[src/sv/vpds_pkg.sv]
// Shared types and constants of the vertex projection and diffuse shading block.
// Holds register indexes, reset values, the length unit's states and the pipeline map.
// No dependencies.
package vpds_pkg;

  // Configuration port widths.
  localparam int unsigned CFG_IDX_W  = 4;
  localparam int unsigned CFG_DATA_W = 32;

  // Register indexes on the configuration port.
  typedef enum logic [CFG_IDX_W-1:0] {
    REG_PERSP   = 4'd0,
    REG_MARGINS = 4'd1,
    REG_DEPTH   = 4'd2,
    REG_LIGHT_X = 4'd3,
    REG_LIGHT_Y = 4'd4,
    REG_LIGHT_Z = 4'd5,
    REG_INTENS  = 4'd6,
    REG_BASE    = 4'd7
  } cfg_reg_e;

  // Register reset values.
  localparam logic        PERSP_RST   = 1'b1;
  localparam logic [31:0] MARGINS_RST = 32'd0;
  localparam logic [30:0] DEPTH_RST   = 31'd65536000;
  localparam logic [31:0] LIGHT_X_RST = 32'd0;
  localparam logic [31:0] LIGHT_Y_RST = 32'd0;
  localparam logic [31:0] LIGHT_Z_RST = 32'd65536000;
  localparam logic [31:0] INTENS_RST  = 32'd65536;
  localparam logic [23:0] BASE_RST    = 24'hFFFFFF;

  // Light vector length for the reset light position.
  localparam logic [31:0] LEN_RST = 32'd65536000;

  // States of the light length unit.
  typedef enum logic [1:0] {
    SQ_IDLE,
    SQ_SUM,
    SQ_ROOT
  } sq_state_e;

  // Pipeline map: three front stages, the long divider, three post stages,
  // then the color quotient stages, the last of which is the output register.
  localparam int unsigned S_PRE1  = 0;
  localparam int unsigned S_PRE2  = 1;
  localparam int unsigned S_DIVIN = 2;
  localparam int unsigned DIV_M_N = 50;
  localparam int unsigned DIV_P_N = 34;
  localparam int unsigned S_P1    = S_DIVIN + DIV_M_N + 1;
  localparam int unsigned S_P2    = S_P1 + 1;
  localparam int unsigned S_P3    = S_P2 + 1;
  localparam int unsigned S_CD0   = S_P3 + 1;
  localparam int unsigned CD_N    = 8;
  localparam int unsigned NST     = S_CD0 + CD_N + 1;

endpackage

[src/sv/vpds_len_sqrt.sv]
// Light vector length unit: floor(sqrt(lx^2 + ly^2 + lz^2)) for the light position.
// Sums the three squared components, then runs a 32-step restoring square root; depends on vpds_pkg.
module vpds_len_sqrt
  import vpds_pkg::*;
(
  input  logic               clk_i,
  input  logic               rst_ni,
  input  logic               start_i,
  input  logic signed [31:0] light_x_i,
  input  logic signed [31:0] light_y_i,
  input  logic signed [31:0] light_z_i,
  output logic               busy_o,
  output logic [31:0]        len_o
);

  sq_state_e   state_q, state_d;
  logic [4:0]  cnt_q, cnt_d;
  logic [63:0] acc_q, acc_d;
  logic [63:0] root_q, root_d;
  logic [31:0] len_q, len_d;

  logic signed [31:0] comp;
  logic [31:0]        mag;
  logic [63:0]        sq;
  logic [63:0]        bitv;
  logic [63:0]        trial;

  // State and datapath registers.
  always_ff @(posedge clk_i or negedge rst_ni) begin
    if (!rst_ni) begin
      state_q <= SQ_IDLE;
      cnt_q   <= '0;
      len_q   <= LEN_RST;
    end else begin
      state_q <= state_d;
      cnt_q   <= cnt_d;
      len_q   <= len_d;
    end
  end

  always_ff @(posedge clk_i) begin
    acc_q  <= acc_d;
    root_q <= root_d;
  end

  // Operand selection for the squaring and root steps.
  always_comb begin
    case (cnt_q[1:0])
      2'd0:    comp = light_x_i;
      2'd1:    comp = light_y_i;
      default: comp = light_z_i;
    endcase
    mag   = comp[31] ? 32'(-comp) : 32'(comp);
    sq    = mag * mag;
    bitv  = 64'd1 << (6'd62 - {cnt_q, 1'b0});
    trial = root_q + bitv;
  end

  // Next state and outputs.
  always_comb begin
    state_d = state_q;
    cnt_d   = cnt_q;
    acc_d   = acc_q;
    root_d  = root_q;
    len_d   = len_q;
    case (state_q)
      SQ_IDLE: begin
        if (start_i) begin
          state_d = SQ_SUM;
          cnt_d   = '0;
          acc_d   = '0;
        end
      end
      SQ_SUM: begin
        acc_d = acc_q + sq;
        if (cnt_q == 5'd2) begin
          state_d = SQ_ROOT;
          cnt_d   = '0;
          root_d  = '0;
        end else begin
          cnt_d = cnt_q + 5'd1;
        end
      end
      SQ_ROOT: begin
        if (acc_q >= trial) begin
          acc_d  = acc_q - trial;
          root_d = (root_q >> 1) + bitv;
        end else begin
          root_d = root_q >> 1;
        end
        if (cnt_q == 5'd31) begin
          len_d   = root_d[31:0];
          state_d = SQ_IDLE;
        end else begin
          cnt_d = cnt_q + 5'd1;
        end
      end
      default: state_d = SQ_IDLE;
    endcase
  end

  assign busy_o = (state_q != SQ_IDLE);
  assign len_o  = len_q;

endmodule

[config.mk]
export PLATFORM = sky130hd
export DESIGN_NAME = vpds_len_sqrt
export DESIGN_NICKNAME = d
export VERILOG_FILES = /design/src/sv/vpds_pkg.sv /design/src/sv/vpds_len_sqrt.sv
export SDC_FILE = /design/constraint.sdc
export NUM_CORES = 2
export LEC_CHECK = 0
export ABC_CLOCK_PERIOD_IN_PS = 10900
export BUFFER_PORTS_ARGS = -buffer_cell sky130_fd_sc_hd__buf_4
export CORE_MARGIN = 5
export CORE_UTILIZATION = 43
export DETAILED_ROUTE_END_ITERATION = 16
export PLACE_DENSITY = 0.68
export SYNTH_ARGS = -nofsm -noshare
export SYNTH_HDL_FRONTEND = slang
export SYNTH_SLANG_ARGS = --single-unit
export TNS_END_PERCENT = 1
[constraint.sdc]
create_clock -name clk_i -period 10.9 [get_ports clk_i]
set_clock_uncertainty 0.1 [all_clocks]
set_input_delay 1.635 -clock clk_i [delete_from_list [all_inputs] [get_ports clk_i]]
set_output_delay 1.635 -clock clk_i [all_outputs]
set_load 0.02 [all_outputs]
==> summary.txt <==
Outcome
  – Outcome: finished, final reports clean

Critical path
  – Worst path slowest cell: fa_1
  – Worst Path Buf+Inv: 12
  – Crit path launch: light_x_i[0]
  – Worst Setup Start Kind: input port
  – Req. time, crit path: 10.99 ns
  – WP data arrival: 10.78 ns
  – CP Capture Type: flop
  – Maximum fanout along the worst path: 7
  – CP Class: input port to flop
  – Cell mode on critical path: fa_1
  – Crit path max-delay family: adder cells
  – Slowest stage delay, CP: 0.56 ns
  – RR Startpoint: cnt_q[1]$_DFFE_PN0P_

Logic synthesis
  – Yosys reg bits: 167
  – Mapped Area: 46500 um^2
  – Leading area contributor after synthesis: fa_1
  – Post-synthesis sequential area ratio: 10.4%
  – Post-synth ARST share: 23.4%
  – Synth top area cells: fa_1 (38%), ha_1 (11%), inv_1 (9.7%)
  – Yosys warnings: 0
  – Number of synthesized flops with an enable pin: 128
  – Syn avg cell area: 8.75 um^2
  – Cells after Synth: 5312
  – Top cell type's share of synthesized area: 37.6%
  – Dominant synthesized flop cell: edfxtp_1
  – Netlist cell types: 79
  – Most frequent cells after synthesis: inv_1 (1204), fa_1 (873), nand2_1 (513)
  – Most numerous cell in the Yosys netlist: inv_1

Floorplan
  – Core Rows: 120
  – DIE AREA: 115000 um^2
  – IO Count: 132
  – Die Y: 339 um
  – Die width: 339 um
  – Core box area: 107000 um^2
  – Initial core utilization: 43.3%

Routing
  – Drt total wl: 134000 um
  – # DRC: 0
  – Wire length per cell: 18.7 um
  – DRT iter0 DRCs: 2676
  – DR vias: 37700
  – TritonRoute pass-1 iters: 5
  – Via/cell ratio: 5.25
  – Post-route antenna net violation count: 0

Global routing
  – Vias in the first global route: 40100
  – Largest net degree at the start of global routing: 66
  – Tot GR Track Use: 23.7%
  – Grt ovf: 0
  – Initial antenna violation count: 0
  – First-pass GRT wire length: 219000 um

Finish
  – Design Area, Final: 53200 um^2
  – Diode count: 0
  – Layout Nets: 7118
  – P&R area growth vs syn: 14.4%
  – Share of post-route cells with drive strength above 1: 13.4%

Clock tree
  – Clock Pin Slew Worst Setup and Hold Paths: 0.08 ns
  – Root Buffer: clkbuf_16
  – Worst skew pair latency: 0.45 ns
  – H-tree depth: 4
  – Hold buffer count at CTS: 0
  – Cts bufs inserted: 17
  – CTS sink cnt: 167
  – TritonCTS clock tree: yes
  – Max Buffers Root-to-Sink: 2

STA
  – Max-slew headroom: 26.4%
  – Worst slew pin tran: 1.09 ns
  – Final hold vios: 0
  – Clock period minus worst slack: 10.69 ns
  – Achievable frequency: 93.6 MHz
  – Pins Over Slew Limit: 0
  – Tcrit/Tclk final: 98.0%
  – RSZ-0062 raised after global routing: yes
  – Setup violations, final: 0

Flow run
  – MaxCap Viol Count: 0

Placement
  – Placement Cell Area: 52200 um^2
  – IO buf count: 131
  – Hpwl dp: 116000 um
  – Routability Congestion: 0.944

Min path
  – Hold Path Origin: len_o[8]$_DFFE_PN0P_
  – Worst hold path type: flop to flop
[what timing repair did]
item | 4_1_cts | 5_1_grt
buffers inserted | 0 | 11
pin swaps | 0 | 33
resized for setup | 2 | 80
hold endpoints to repair | 0 | 0
setup endpoints to repair | 6 | 33
[cells by family (layout without fill, tap and decap cells)]
family | Yosys count | count (layout) | share of synthesized area (%)
mux | 11 | 11 | 0.240
other cells | 2 | 25 | 0.0162
buf+inv | 1416 | 1848 | 11.5
compound gates | 883 | 883 | 12.1
fa+ha+maj | 1265 | 1265 | 48.2
simple gates | 1287 | 1287 | 12.3
xor+xnor | 281 | 281 | 5.30
flops | 167 | 167 | 10.4
[metal layers]
metal	GRT usage, %	share of wire [%]	up-vias
met3	4.76	8.4	226
met2	38.3	45	1369
li1	-	-	17600
met5	0	0	-
met1	33.0	44	18500
met4	5.46	2.7	0
[through the flow]
stage | util (%) | hold slack (ns) | TNS, ns | worst slack (ns) | instances
after floorplan | - | 0.411 | -0.344 | -0.151 | 5335
after global placement | 48.7 | 0.370 | -3.51 | -0.341 | 7127
after detailed placement | 48.7 | 0.376 | -6.38 | -0.468 | 7127
after CTS | 49.3 | 0.394 | 0 | 0.00446 | 7159
after global routing | 49.6 | 0.411 | -0.364 | -0.107 | 7170
final | 49.6 | 0.390 | 0 | 0.213 | 7170
[registers in the layout, summed over array words and instances, names as in the netlist]
| signal | cells |
|---|---|
| acc_q | 64 |
| root_q | 64 |
| cnt_q | 5 |
| state_q | 2 |
| len_o | 32 |
[path summary, 6_finish.rpt]
| path | slack, ns | cells after the start | end |
|---|---|---|---|
| setup reg to reg | 0.40 | 43 | acc_q[61]$_DFFE_PP_ |
| min in group asynchronous | 1.05 | 1 | len_o[10]$_DFFE_PN0P_ |
| hold / removal | 0.39 | 2 | len_o[8]$_DFFE_PN0P_ |
| max in group asynchronous | 9.26 | 1 | len_o[21]$_DFFE_PN1P_ |
| setup / recovery | 0.21 | 39 | acc_q[61]$_DFFE_PP_ |
| hold reg to reg | 0.39 | 2 | len_o[8]$_DFFE_PN0P_ |
[layout by cell type, fill, tap and decap left out, types with 34 or more instances in the layout]
cell	count
inv_1	1197
fa_1	865
buf_4	585
nand2_1	510
nor2_1	411
ha_1	382
a21oi_1	225
o21ai_0	178
xor2_1	152
edfxtp_1	128
xnor2_1	117
a21o_1	102
a31oi_1	66
nor2b_1	52
nand4_1	50
nand3_1	45
nor3_1	41
o21bai_1	34
[worst reg2reg max path: cells and delay by family (launching register included)]
| family | cells | cell delay (ns) |
|---|---|---|
| XOR/XNOR | 2 | 0.33 |
| buffers and inverters | 14 | 1.80 |
| AND/OR/NAND/NOR | 11 | 2.12 |
| AO/OA/AOI/OAI | 6 | 1.05 |
| flip-flops | 1 | 0.43 |
| adder cells (fa/ha/maj) | 10 | 4.42 |
[layout make-up]
class	instances	area, um^2
clock buffer	18	439
clock inverter	14	170
fill	10000	54000
inverter	1216	4590
multi-input combinational	3752	36700
sequential	167	4830
tap	1403	1760
timing repair buffer	600	4650
Power is not shown: default switching activity piles up to over one toggle a cycle in this logic, so the estimate is an artifact.
